File: src/rtl/core/fpc_pkg.sv
`timescale 1ns / 1ps
// ----------------------------------------------------------------------------
// fpc_pkg
// Shared types and constants of the view frustum point test.
// ----------------------------------------------------------------------------
package fpc_pkg;

  // fixed widths of the channel fields and config registers
  localparam int FIELD_W     = 21;
  localparam int DIR_W       = 16;
  localparam int SCALE_W     = 16;
  localparam int SCALE_FRAC  = 12;
  localparam int EYE_W       = 63;
  localparam int DIRS_W      = 48;
  localparam int CFG_IDX_W   = 3;
  localparam int CFG_DATA_W  = 64;
  localparam int STEP_W      = 5;

  localparam logic [FIELD_W-1:0] FAR_RESET   = 21'h0FFFFF;
  localparam logic [SCALE_W-1:0] SCALE_ONE   = 16'h1000;

  typedef enum logic [CFG_IDX_W-1:0] {
    REG_EYE_POSITION = 3'd0,
    REG_FORWARD_DIR  = 3'd1,
    REG_UP_DIR       = 3'd2,
    REG_NEAR_DIST    = 3'd3,
    REG_FAR_DIST     = 3'd4,
    REG_TAN_HALF_FOV = 3'd5,
    REG_ASPECT_RATIO = 3'd6
  } cfg_reg_e;

  typedef struct packed {
    logic [EYE_W-1:0]   eye_position;
    logic [DIRS_W-1:0]  forward_dir;
    logic [DIRS_W-1:0]  up_dir;
    logic [FIELD_W-1:0] near_dist;
    logic [FIELD_W-1:0] far_dist;
    logic [SCALE_W-1:0] tan_half_fov;
    logic [SCALE_W-1:0] aspect_ratio;
  } cfg_t;

  // one multiply-accumulate pass each; the _B steps subtract
  typedef enum logic [STEP_W-1:0] {
    ST_RX_A = 5'd0,
    ST_RX_B = 5'd1,
    ST_RY_A = 5'd2,
    ST_RY_B = 5'd3,
    ST_RZ_A = 5'd4,
    ST_RZ_B = 5'd5,
    ST_PF_X = 5'd6,
    ST_PF_Y = 5'd7,
    ST_PF_Z = 5'd8,
    ST_PU_X = 5'd9,
    ST_PU_Y = 5'd10,
    ST_PU_Z = 5'd11,
    ST_H    = 5'd12,
    ST_PR_X = 5'd13,
    ST_PR_Y = 5'd14,
    ST_PR_Z = 5'd15,
    ST_W    = 5'd16
  } step_e;

  typedef enum logic [1:0] {
    SEQ_IDLE  = 2'd0,
    SEQ_ISSUE = 2'd1,
    SEQ_DRAIN = 2'd2,
    SEQ_DONE  = 2'd3
  } seq_state_e;

  typedef struct packed {
    logic  valid;
    logic  first;
    logic  negate;
    logic  scale;
    step_e step;
  } mac_ctl_t;

  typedef struct packed {
    logic idle;
    logic done;
    logic hit;
  } seq_stat_t;

endpackage

File: src/rtl/core/fpc_if.sv
`timescale 1ns / 1ps
// ----------------------------------------------------------------------------
// fpc_if
// Point, result and config channels of the view frustum point test.
// ----------------------------------------------------------------------------
interface fpc_point_if import fpc_pkg::*; ();
  logic                      valid;
  logic                      ready;
  logic signed [FIELD_W-1:0] point_x;
  logic signed [FIELD_W-1:0] point_y;
  logic signed [FIELD_W-1:0] point_z;
  logic                      last_of_list;

  modport source (output valid, point_x, point_y, point_z, last_of_list, input ready);
  modport sink   (input valid, point_x, point_y, point_z, last_of_list, output ready);
endinterface

interface fpc_result_if ();
  logic valid;
  logic ready;
  logic point_inside;
  logic list_overlaps;
  logic end_of_list;

  modport source (output valid, point_inside, list_overlaps, end_of_list, input ready);
  modport sink   (input valid, point_inside, list_overlaps, end_of_list, output ready);
endinterface

interface fpc_cfg_if import fpc_pkg::*; ();
  logic                  valid;
  logic                  ready;
  logic [CFG_IDX_W-1:0]  index;
  logic [CFG_DATA_W-1:0] data;

  modport source (output valid, index, data, input ready);
  modport sink   (input valid, index, data, output ready);
endinterface

File: src/rtl/core/fpc_cfg_regs.sv
`timescale 1ns / 1ps
// ----------------------------------------------------------------------------
// fpc_cfg_regs
// Frustum configuration registers, written one word at a time.
// ----------------------------------------------------------------------------
module fpc_cfg_regs import fpc_pkg::*; (
  input  logic      clk_i,
  input  logic      rst_ni,
  fpc_cfg_if.sink   cfg_i,
  output cfg_t      cfg_o
);

  cfg_t cfg_q, cfg_d;

  assign cfg_i.ready = 1'b1;
  assign cfg_o       = cfg_q;

  always_comb begin
    cfg_d = cfg_q;
    if (cfg_i.valid) begin
      case (cfg_reg_e'(cfg_i.index))
        REG_EYE_POSITION: cfg_d.eye_position = cfg_i.data[EYE_W-1:0];
        REG_FORWARD_DIR:  cfg_d.forward_dir  = cfg_i.data[DIRS_W-1:0];
        REG_UP_DIR:       cfg_d.up_dir       = cfg_i.data[DIRS_W-1:0];
        REG_NEAR_DIST:    cfg_d.near_dist    = cfg_i.data[FIELD_W-1:0];
        REG_FAR_DIST:     cfg_d.far_dist     = cfg_i.data[FIELD_W-1:0];
        REG_TAN_HALF_FOV: cfg_d.tan_half_fov = cfg_i.data[SCALE_W-1:0];
        REG_ASPECT_RATIO: cfg_d.aspect_ratio = cfg_i.data[SCALE_W-1:0];
        default: ;  // drop writes to unknown indexes
      endcase
    end
  end

  always_ff @(posedge clk_i or negedge rst_ni) begin
    if (!rst_ni) begin
      cfg_q.eye_position <= '0;
      cfg_q.forward_dir  <= '0;
      cfg_q.up_dir       <= '0;
      cfg_q.near_dist    <= '0;
      cfg_q.far_dist     <= FAR_RESET;
      cfg_q.tan_half_fov <= SCALE_ONE;
      cfg_q.aspect_ratio <= SCALE_ONE;
    end else begin
      cfg_q <= cfg_d;
    end
  end

endmodule

File: src/rtl/core/fpc_mac.sv
`timescale 1ns / 1ps
// ----------------------------------------------------------------------------
// fpc_mac
// Shared signed multiplier and rounding accumulator.
// ----------------------------------------------------------------------------
module fpc_mac import fpc_pkg::*; #(
  parameter int COORD_WIDTH   = 21,
  parameter int DIR_FRAC_BITS = 14
) (
  input  logic                                   clk_i,
  input  logic                                   rst_ni,
  input  mac_ctl_t                               ctl_i,
  input  logic signed [COORD_WIDTH+22-DIR_FRAC_BITS-1:0] a_i,
  input  logic signed [2*DIR_W+2-DIR_FRAC_BITS-1:0]      b_i,
  output mac_ctl_t                               tag_o,
  output logic signed [2*DIR_W+COORD_WIDTH+26-2*DIR_FRAC_BITS-1:0] res_o
);

  localparam int RW    = 2 * DIR_W + 2 - DIR_FRAC_BITS;
  localparam int PF_W  = COORD_WIDTH + DIR_W + 1 - DIR_FRAC_BITS;
  localparam int H_W   = PF_W + SCALE_W + 1 - SCALE_FRAC;
  localparam int AW    = H_W;
  localparam int BW    = RW;
  localparam int PW    = AW + BW;
  localparam int ACC_W = PW + 2;

  localparam logic signed [ACC_W-1:0] HALF_DIR   = ACC_W'(1) <<< (DIR_FRAC_BITS - 1);
  localparam logic signed [ACC_W-1:0] HALF_SCALE = ACC_W'(1) <<< (SCALE_FRAC - 1);

  mac_ctl_t                 ctl_q;
  logic signed [PW-1:0]     prod_q;
  logic signed [ACC_W-1:0]  acc_q, acc_d, base, prod_ext;

  always_ff @(posedge clk_i or negedge rst_ni) begin
    if (!rst_ni) begin
      ctl_q <= '0;
    end else begin
      ctl_q <= ctl_i;
    end
  end

  always_ff @(posedge clk_i) begin
    prod_q <= a_i * b_i;
    acc_q  <= acc_d;
  end

  // a new sum starts from half an output LSB, so the shift below rounds
  always_comb begin
    prod_ext = ACC_W'(prod_q);
    if (ctl_q.first) begin
      base = ctl_q.scale ? HALF_SCALE : HALF_DIR;
    end else begin
      base = acc_q;
    end
    acc_d = ctl_q.negate ? (base - prod_ext) : (base + prod_ext);
    res_o = ctl_q.scale ? (acc_d >>> SCALE_FRAC) : (acc_d >>> DIR_FRAC_BITS);
  end

  assign tag_o = ctl_q;

endmodule

File: src/rtl/core/fpc_seq.sv
`timescale 1ns / 1ps
// ----------------------------------------------------------------------------
// fpc_seq
// Step sequencer: offsets, operand selection, partial results and verdict.
// ----------------------------------------------------------------------------
module fpc_seq import fpc_pkg::*; #(
  parameter int COORD_WIDTH   = 21,
  parameter int DIR_FRAC_BITS = 14
) (
  input  logic                                   clk_i,
  input  logic                                   rst_ni,
  input  cfg_t                                   cfg_i,
  input  logic                                   start_i,
  input  logic                                   take_i,
  input  logic signed [FIELD_W-1:0]              point_x_i,
  input  logic signed [FIELD_W-1:0]              point_y_i,
  input  logic signed [FIELD_W-1:0]              point_z_i,
  output mac_ctl_t                               ctl_o,
  output logic signed [COORD_WIDTH+22-DIR_FRAC_BITS-1:0] a_o,
  output logic signed [2*DIR_W+2-DIR_FRAC_BITS-1:0]      b_o,
  input  mac_ctl_t                               tag_i,
  input  logic signed [2*DIR_W+COORD_WIDTH+26-2*DIR_FRAC_BITS-1:0] res_i,
  output seq_stat_t                              stat_o
);

  localparam int CW    = COORD_WIDTH;
  localparam int RW    = 2 * DIR_W + 2 - DIR_FRAC_BITS;
  localparam int PF_W  = CW + DIR_W + 1 - DIR_FRAC_BITS;
  localparam int H_W   = PF_W + SCALE_W + 1 - SCALE_FRAC;
  localparam int W_W   = H_W + SCALE_W + 1 - SCALE_FRAC;
  localparam int PR_W  = CW + RW + 1 - DIR_FRAC_BITS;
  localparam int AW    = H_W;
  localparam int BW    = RW;
  localparam int CMP_W = ((PR_W > W_W) ? PR_W : W_W) + 1;

  localparam logic signed [CW-1:0] V_MAX = {1'b0, {(CW-1){1'b1}}};
  localparam logic signed [CW-1:0] V_MIN = {1'b1, {(CW-1){1'b0}}};

  seq_state_e state_q, state_d;
  step_e      step_q, step_d;

  logic signed [CW-1:0]    v_q  [3];
  logic signed [CW-1:0]    v_d  [3];
  logic signed [CW:0]      diff [3];
  logic signed [FIELD_W-1:0] pt [3];
  logic signed [DIR_W-1:0] fd   [3];
  logic signed [DIR_W-1:0] ud   [3];
  logic signed [RW-1:0]    r_q  [3];
  logic signed [PF_W-1:0]  pf_q, pu_q;
  logic signed [PR_W-1:0]  pr_q;
  logic signed [H_W-1:0]   h_q;
  logic signed [W_W-1:0]   w_q;

  logic signed [PF_W-1:0]  near_s, far_s;
  logic signed [H_W:0]     pu_e, h_e, h_neg;
  logic signed [CMP_W-1:0] pr_e, w_e, w_neg;
  logic                    in_depth, in_height, in_width;

  assign pt[0] = point_x_i;
  assign pt[1] = point_y_i;
  assign pt[2] = point_z_i;

  // offsets from the eye, saturated to the coordinate range
  always_comb begin
    for (int i = 0; i < 3; i++) begin
      diff[i] = (CW+1)'(signed'(pt[i][CW-1:0]))
              - (CW+1)'(signed'(cfg_i.eye_position[FIELD_W*i +: CW]));
      if (diff[i][CW] != diff[i][CW-1]) begin
        v_d[i] = diff[i][CW] ? V_MIN : V_MAX;
      end else begin
        v_d[i] = diff[i][CW-1:0];
      end
      fd[i] = signed'(cfg_i.forward_dir[DIR_W*i +: DIR_W]);
      ud[i] = signed'(cfg_i.up_dir[DIR_W*i +: DIR_W]);
    end
  end

  always_ff @(posedge clk_i or negedge rst_ni) begin
    if (!rst_ni) begin
      state_q <= SEQ_IDLE;
      step_q  <= ST_RX_A;
    end else begin
      state_q <= state_d;
      step_q  <= step_d;
    end
  end

  always_comb begin
    state_d = state_q;
    step_d  = step_q;
    case (state_q)
      SEQ_IDLE: begin
        if (start_i) begin
          state_d = SEQ_ISSUE;
          step_d  = ST_RX_A;
        end
      end
      SEQ_ISSUE: begin
        if (step_q == ST_W) begin
          state_d = SEQ_DRAIN;
        end else begin
          step_d = step_e'(step_q + 1'b1);
        end
      end
      SEQ_DRAIN: state_d = SEQ_DONE;
      SEQ_DONE: begin
        if (take_i) begin
          state_d = SEQ_IDLE;
        end
      end
      default: state_d = SEQ_IDLE;
    endcase
  end

  // control outputs of the current state
  always_comb begin
    stat_o.idle   = (state_q == SEQ_IDLE);
    stat_o.done   = (state_q == SEQ_DONE);
    stat_o.hit    = in_depth && in_height && in_width;
    ctl_o.valid   = (state_q == SEQ_ISSUE);
    ctl_o.step    = step_q;
    ctl_o.first   = 1'b0;
    ctl_o.negate  = 1'b0;
    ctl_o.scale   = 1'b0;
    case (step_q)
      ST_RX_A, ST_RY_A, ST_RZ_A, ST_PF_X, ST_PU_X, ST_PR_X: ctl_o.first = 1'b1;
      ST_RX_B, ST_RY_B, ST_RZ_B:                            ctl_o.negate = 1'b1;
      ST_H, ST_W: begin
        ctl_o.first = 1'b1;
        ctl_o.scale = 1'b1;
      end
      default: ;
    endcase
  end

  // operand select for the shared multiplier
  always_comb begin
    case (step_q)
      ST_RX_A: begin a_o = AW'(fd[1]);   b_o = BW'(ud[2]); end
      ST_RX_B: begin a_o = AW'(fd[2]);   b_o = BW'(ud[1]); end
      ST_RY_A: begin a_o = AW'(fd[2]);   b_o = BW'(ud[0]); end
      ST_RY_B: begin a_o = AW'(fd[0]);   b_o = BW'(ud[2]); end
      ST_RZ_A: begin a_o = AW'(fd[0]);   b_o = BW'(ud[1]); end
      ST_RZ_B: begin a_o = AW'(fd[1]);   b_o = BW'(ud[0]); end
      ST_PF_X: begin a_o = AW'(v_q[0]);  b_o = BW'(fd[0]); end
      ST_PF_Y: begin a_o = AW'(v_q[1]);  b_o = BW'(fd[1]); end
      ST_PF_Z: begin a_o = AW'(v_q[2]);  b_o = BW'(fd[2]); end
      ST_PU_X: begin a_o = AW'(v_q[0]);  b_o = BW'(ud[0]); end
      ST_PU_Y: begin a_o = AW'(v_q[1]);  b_o = BW'(ud[1]); end
      ST_PU_Z: begin a_o = AW'(v_q[2]);  b_o = BW'(ud[2]); end
      ST_H:    begin a_o = AW'(pf_q);    b_o = BW'(cfg_i.tan_half_fov); end
      ST_PR_X: begin a_o = AW'(v_q[0]);  b_o = BW'(r_q[0]); end
      ST_PR_Y: begin a_o = AW'(v_q[1]);  b_o = BW'(r_q[1]); end
      ST_PR_Z: begin a_o = AW'(v_q[2]);  b_o = BW'(r_q[2]); end
      ST_W:    begin a_o = AW'(h_q);     b_o = BW'(cfg_i.aspect_ratio); end
      default: begin a_o = '0;           b_o = '0; end
    endcase
  end

  // hold the offsets and capture each finished sum
  always_ff @(posedge clk_i) begin
    if (start_i && (state_q == SEQ_IDLE)) begin
      for (int i = 0; i < 3; i++) begin
        v_q[i] <= v_d[i];
      end
    end
    if (tag_i.valid) begin
      case (tag_i.step)
        ST_RX_B: r_q[0] <= res_i[RW-1:0];
        ST_RY_B: r_q[1] <= res_i[RW-1:0];
        ST_RZ_B: r_q[2] <= res_i[RW-1:0];
        ST_PF_Z: pf_q   <= res_i[PF_W-1:0];
        ST_PU_Z: pu_q   <= res_i[PF_W-1:0];
        ST_H:    h_q    <= res_i[H_W-1:0];
        ST_PR_Z: pr_q   <= res_i[PR_W-1:0];
        ST_W:    w_q    <= res_i[W_W-1:0];
        default: ;
      endcase
    end
  end

  // inclusive bounds; a negative half-height or half-width rejects everything
  always_comb begin
    near_s    = PF_W'(signed'(cfg_i.near_dist[CW-1:0]));
    far_s     = PF_W'(signed'(cfg_i.far_dist[CW-1:0]));
    pu_e      = (H_W+1)'(pu_q);
    h_e       = (H_W+1)'(h_q);
    h_neg     = -h_e;
    pr_e      = CMP_W'(pr_q);
    w_e       = CMP_W'(w_q);
    w_neg     = -w_e;
    in_depth  = (pf_q >= near_s) && (pf_q <= far_s);
    in_height = (pu_e <= h_e) && (pu_e >= h_neg);
    in_width  = (pr_e <= w_e) && (pr_e >= w_neg);
  end

endmodule

File: src/rtl/core/frustum_point_containment_top.sv
`timescale 1ns / 1ps
// ----------------------------------------------------------------------------
// frustum_point_containment_top
// Tests 3D points against a view frustum and tracks a per-list hit flag.
// ----------------------------------------------------------------------------
// Each point is accepted in the idle state and then makes 17 passes through
// the single shared multiply-accumulate unit (right axis, three projections,
// half-height and half-width); a drain state finishes the last sum and the
// done state hands the verdict to the result register. point_i.ready is high
// only while the sequencer is idle. The result register lets the next point
// enter while the previous verdict still waits to be taken. Config words are
// always taken (cfg_i.ready is tied high) and must be written only while idle.
module frustum_point_containment_top import fpc_pkg::*; #(
  parameter int COORD_WIDTH   = 21,
  parameter int DIR_FRAC_BITS = 14
) (
  input  logic           clk_i,
  input  logic           rst_ni,
  fpc_cfg_if.sink        cfg_i,
  fpc_point_if.sink      point_i,
  fpc_result_if.source   result_o
);

  localparam int AW    = COORD_WIDTH + 22 - DIR_FRAC_BITS;
  localparam int BW    = 2 * DIR_W + 2 - DIR_FRAC_BITS;
  localparam int ACC_W = AW + BW + 2;

  cfg_t                    cfg;
  mac_ctl_t                ctl, tag;
  seq_stat_t               stat;
  logic signed [AW-1:0]    mac_a;
  logic signed [BW-1:0]    mac_b;
  logic signed [ACC_W-1:0] mac_res;

  logic accept, take;
  logic last_q;
  logic any_q, any_d;
  logic out_valid_q, out_inside_q, out_overlaps_q, out_eol_q;

  fpc_cfg_regs u_cfg (
    .clk_i  (clk_i),
    .rst_ni (rst_ni),
    .cfg_i  (cfg_i),
    .cfg_o  (cfg)
  );

  fpc_seq #(
    .COORD_WIDTH   (COORD_WIDTH),
    .DIR_FRAC_BITS (DIR_FRAC_BITS)
  ) u_seq (
    .clk_i     (clk_i),
    .rst_ni    (rst_ni),
    .cfg_i     (cfg),
    .start_i   (accept),
    .take_i    (take),
    .point_x_i (point_i.point_x),
    .point_y_i (point_i.point_y),
    .point_z_i (point_i.point_z),
    .ctl_o     (ctl),
    .a_o       (mac_a),
    .b_o       (mac_b),
    .tag_i     (tag),
    .res_i     (mac_res),
    .stat_o    (stat)
  );

  fpc_mac #(
    .COORD_WIDTH   (COORD_WIDTH),
    .DIR_FRAC_BITS (DIR_FRAC_BITS)
  ) u_mac (
    .clk_i  (clk_i),
    .rst_ni (rst_ni),
    .ctl_i  (ctl),
    .a_i    (mac_a),
    .b_i    (mac_b),
    .tag_o  (tag),
    .res_o  (mac_res)
  );

  assign point_i.ready = stat.idle;
  assign accept        = point_i.valid && point_i.ready;
  // load the result register when it is empty or its word is leaving
  assign take          = stat.done && (!out_valid_q || result_o.ready);
  assign any_d         = any_q || stat.hit;

  always_ff @(posedge clk_i) begin
    if (accept) begin
      last_q <= point_i.last_of_list;
    end
    if (take) begin
      out_inside_q   <= stat.hit;
      out_overlaps_q <= any_d;
      out_eol_q      <= last_q;
    end
  end

  always_ff @(posedge clk_i or negedge rst_ni) begin
    if (!rst_ni) begin
      any_q       <= 1'b0;
      out_valid_q <= 1'b0;
    end else begin
      if (take) begin
        any_q       <= last_q ? 1'b0 : any_d;
        out_valid_q <= 1'b1;
      end else if (result_o.ready) begin
        out_valid_q <= 1'b0;
      end
    end
  end

  assign result_o.valid         = out_valid_q;
  assign result_o.point_inside  = out_inside_q;
  assign result_o.list_overlaps = out_overlaps_q;
  assign result_o.end_of_list   = out_eol_q;

  a_busy_after_accept : assert property (@(posedge clk_i) disable iff (!rst_ni)
    accept |=> !point_i.ready)
    else $error("point accepted while a previous point is still in work");

  a_flag_cleared_at_end : assert property (@(posedge clk_i) disable iff (!rst_ni)
    (take && last_q) |=> !any_q)
    else $error("list flag not cleared after last point");

  a_overlap_covers_inside : assert property (@(posedge clk_i) disable iff (!rst_ni)
    (result_o.valid && result_o.point_inside) |-> result_o.list_overlaps)
    else $error("inside point not reflected in list flag");

  a_take_only_when_done : assert property (@(posedge clk_i) disable iff (!rst_ni)
    take |=> (point_i.ready && out_valid_q))
    else $error("verdict handoff did not release sequencer");

endmodule
File: src/flat_wrapper.sv
// flat-port wrapper written by rule: the top's interface ports become plain ports
module frustum_point_containment_top_flat import fpc_pkg::*;
#(
  parameter int COORD_WIDTH   = 21,
  parameter int DIR_FRAC_BITS = 14
)
  (clk_i, rst_ni, cfg_i_valid, cfg_i_index, cfg_i_data, cfg_i_ready, point_i_valid, point_i_point_x, point_i_point_y, point_i_point_z, point_i_last_of_list, point_i_ready, result_o_valid, result_o_point_inside, result_o_list_overlaps, result_o_end_of_list, result_o_ready);
  fpc_cfg_if cfg_i_i ();
  fpc_point_if point_i_i ();
  fpc_result_if result_o_i ();
  input  logic clk_i;
  input  logic rst_ni;
  input wire logic [$bits(cfg_i_i.valid)-1:0] cfg_i_valid;
  input wire logic [$bits(cfg_i_i.index)-1:0] cfg_i_index;
  input wire logic [$bits(cfg_i_i.data)-1:0] cfg_i_data;
  output wire logic [$bits(cfg_i_i.ready)-1:0] cfg_i_ready;
  input wire logic [$bits(point_i_i.valid)-1:0] point_i_valid;
  input wire logic [$bits(point_i_i.point_x)-1:0] point_i_point_x;
  input wire logic [$bits(point_i_i.point_y)-1:0] point_i_point_y;
  input wire logic [$bits(point_i_i.point_z)-1:0] point_i_point_z;
  input wire logic [$bits(point_i_i.last_of_list)-1:0] point_i_last_of_list;
  output wire logic [$bits(point_i_i.ready)-1:0] point_i_ready;
  output wire logic [$bits(result_o_i.valid)-1:0] result_o_valid;
  output wire logic [$bits(result_o_i.point_inside)-1:0] result_o_point_inside;
  output wire logic [$bits(result_o_i.list_overlaps)-1:0] result_o_list_overlaps;
  output wire logic [$bits(result_o_i.end_of_list)-1:0] result_o_end_of_list;
  input wire logic [$bits(result_o_i.ready)-1:0] result_o_ready;
  assign cfg_i_i.valid = cfg_i_valid;
  assign cfg_i_i.index = cfg_i_index;
  assign cfg_i_i.data = cfg_i_data;
  assign cfg_i_ready = cfg_i_i.ready;
  assign point_i_i.valid = point_i_valid;
  assign point_i_i.point_x = point_i_point_x;
  assign point_i_i.point_y = point_i_point_y;
  assign point_i_i.point_z = point_i_point_z;
  assign point_i_i.last_of_list = point_i_last_of_list;
  assign point_i_ready = point_i_i.ready;
  assign result_o_valid = result_o_i.valid;
  assign result_o_point_inside = result_o_i.point_inside;
  assign result_o_list_overlaps = result_o_i.list_overlaps;
  assign result_o_end_of_list = result_o_i.end_of_list;
  assign result_o_i.ready = result_o_ready;
  frustum_point_containment_top #(.COORD_WIDTH(COORD_WIDTH), .DIR_FRAC_BITS(DIR_FRAC_BITS)) u_core (.clk_i(clk_i), .rst_ni(rst_ni), .cfg_i(cfg_i_i), .point_i(point_i_i), .result_o(result_o_i));
endmodule
File: config.mk
export PLATFORM = sky130hd
export DESIGN_NAME = frustum_point_containment_top_flat
export DESIGN_NICKNAME = d
export VERILOG_FILES = /design/src/rtl/core/fpc_pkg.sv /design/src/rtl/core/fpc_if.sv /design/src/rtl/core/fpc_cfg_regs.sv /design/src/rtl/core/fpc_mac.sv /design/src/rtl/core/fpc_seq.sv /design/src/rtl/core/frustum_point_containment_top.sv /design/src/flat_wrapper.sv
export SDC_FILE = /design/constraint.sdc
export NUM_CORES = 2
export LEC_CHECK = 0
export BUFFER_PORTS_ARGS = -buffer_cell sky130_fd_sc_hd__buf_2
export CORE_MARGIN = 2
export CORE_UTILIZATION = 45
export CTS_CLUSTER_SIZE = 40
export DETAILED_ROUTE_END_ITERATION = 6
export MAX_ROUTING_LAYER = met4
export SLEW_MARGIN = 20
export SYNTH_ARGS = -nofsm -noshare
export SYNTH_HDL_FRONTEND = slang
export SYNTH_HIERARCHICAL = 1
export SYNTH_SLANG_ARGS = --single-unit
File: constraint.sdc
create_clock -name clk_i -period 8.1 [get_ports clk_i]
set_clock_uncertainty 0.05 [all_clocks]
set_input_delay 2.025 -clock clk_i [delete_from_list [all_inputs] [get_ports clk_i]]
set_output_delay 2.025 -clock clk_i [all_outputs]
set_load 0.05 [all_outputs]
==> metrics <==
Detailed Place HPWL 125,700 um; setup ws final -624.8 ps; share of layout cells above drive strength 1 between 20% and 30%; Worst Hold Depth 1; pin count of the biggest net entering global routing 146; first-pass GRT wire length roughly 250,000 um; clk_lat worst skew 620 ps; CP bufs+invs 7; warnings from Yosys 6; slowest CP cell fa_2; CP required 8560 ps; I/O Buffers roughly 140; Avg Vias per Cell between 5 and 6; maxcap violations 0; CP most frequent cell fa_2; grt met3 use 3.319%; failing checks design-rule violations, negative setup slack; clock slew at reported path FFs 70 ps; GRT Total Usage 26.28%; Final Net Count 7,132; met2 GRT Util 40.91%; DR DRC count 4; Worst Hold Class reg2reg; Gate Count Post-Synth about 5,500; TritonRoute pass-1 iters 7; Max Slew Vio Count 0; clock buffer depth 3; DRT antenna net count 0; Synth-to-Final Area Change 18.40%; Synth Net Count 6,631; Slew HR a little under a quarter; WP depth 32; GRT Max-Usage Layer met2; met1 global-route usage between 30% and 40%; final WL 160,300 um; Avg Cell Area, Syn 10.16 um^2; row count 129; Inserted Clock Buffers 66; Starting Density a little under half; Final Hold Fails 0; num ports 142; Via Count 41,600; critical path startpoint category flop; initial antenna violation count 14; # setup viols final 27; unrepaired setup endpoints after global routing true; final instance area approximately 66,000 um^2; htree depth 3; Vert. Die Dim ~360 um; f_max 114.6 MHz; CP endpoint kind flop; Placed Area 61,780 um^2; GRT Residual Overflow 0; kind of critical path reg2reg; synthesized cell area 55,760 um^2; Root Driver clkbuf_16; Top delay family on crit path adder cells; CORE AREA about 120,000 um^2; Die Width 356.0 um; Fill cells between 10,000 and 15,000; status finished, violations left; Worst R2R Path Depth 32; Final period util 107.7%; Worst-Margin Slew around 1100 ps; CTS Sinks 613; die area 126,700 um^2; crit path DAT 9190 ps; CTS Hold Bufs 0; CP Max Fanout 8; Routed wire per std cell 20.87 um; Placer Congestion between 0.9 and 1; min Tclk post-route 8725 ps; CTS tree done; vias in the first global route 42,090; DRT iter0 DRCs 3,106; CP max stage delay slightly above 600 ps
==> final timing paths <==
| path | slack [ps] | endpoint | start |
|---|---|---|---|
| worst max-delay path | -620 | u_core/u_mac/prod_q[42]$_DFF_P_ | u_core/u_seq/step_q[1]$_DFFE_PN0P_ |
| worst min-delay path | 410 | u_core/any_q$_DFFE_PN0P_ | u_core/last_q$_DFFE_PP_ |
| worst max register to register | -620 | u_core/u_mac/prod_q[42]$_DFF_P_ | u_core/u_seq/step_q[1]$_DFFE_PN0P_ |
| worst min register to register | 410 | u_core/any_q$_DFFE_PN0P_ | u_core/last_q$_DFFE_PP_ |
| max in group asynchronous | 5270 | u_core/u_mac/tag_o[5]$_DFF_PN0_ | rst_ni |
| min in group asynchronous | 1310 | u_core/u_cfg/cfg_o[177]$_DFFE_PN0P_ | rst_ni |
==> stage by stage <==
| stage | utilization [%] | setup TNS (ps) | hold WS [ps] | cells | setup slack, ps |
|---|---|---|---|---|---|
| 3_3_place_gp | 50.10 | -17820 | 385.2 | 7476 | -987.3 |
| 4_1_cts | 52.98 | -7357 | 418.9 | 7655 | -544.5 |
| 3_5_place_dp | 50.10 | -19390 | 400.0 | 7476 | -1073 |
| 6_report | 53.54 | -9709 | 410.2 | 7683 | -624.8 |
| 2_1_floorplan | - | -291.6 | 302.3 | 5487 | -146.3 |
| 5_1_grt | 53.54 | -16860 | 442.7 | 7683 | -849.1 |
==> layout by cell type, fill, tap and decap left out, types with 40 or more instances in the layout <==
cell type    n
buf_4      414
nand4_1     78
ha_1       398
clkbuf_16   70
fa_1       556
nand2b_1    40
nor3_1      52
dfrtp_1    225
edfxtp_1   266
xnor2_1    172
o21ai_0    106
a21oi_1    188
inv_1      881
dfxtp_1     96
mux2_2     222
buf_12      57
nand2_1    408
xor2_1      58
mux2_4      40
nor2b_1     79
and2_1     290
buf_2      138
nand3_1     47
nor2_1     153
a21o_1     144
a22oi_1     53
buf_6       50
==> registers in the layout, indices dropped and copies added, names as in the netlist, 2 cells and up <==
register / count
u_core/u_mac/tag_o: 9
u_core/u_seq/pf_q: 24
u_core/u_seq/pu_q: 24
u_core/u_cfg/cfg_o: 233
u_core/u_seq/step_q: 5
u_core/u_mac/acc_q: 48
u_core/u_mac/prod_q: 48
u_core/u_seq/state_q: 2
u_core/u_seq/pr_q: 28
u_core/u_seq/r_q: 60
u_core/u_seq/v_q: 63
u_core/u_seq/w_q: 34
u_core/u_seq/h_q: 29
==> layer usage <==
metal,wire length (um),part of all wire [%]
met1,71230,44
met4,5826,3.6
met3,9073,5.7
met2,74210,46
met5,0,0
==> timing repair <==
item,in CTS,in global routing
gates cloned,4,2
setup buffers,58,22
setup endpoints to repair,33,35
pin swaps,161,102
resized for setup,191,127
==> cell type report <==
cell class	count	area, um^2	share of cell area [%]
diodes	5	12.51	0.01895
clock buffers	86	1829	2.771
clock inverters	35	359.1	0.5439
inverters	919	3463	5.246
multi-input cells	3718	36330	55.03
flip-flops and latches	613	16220	24.57
well taps	1637	2048	3.103
repair buffers	670	5753	8.714
Power is left out: the tool's default activity adds up to more than one toggle a clock period on the data nets, which glitch-free logic cannot reach.
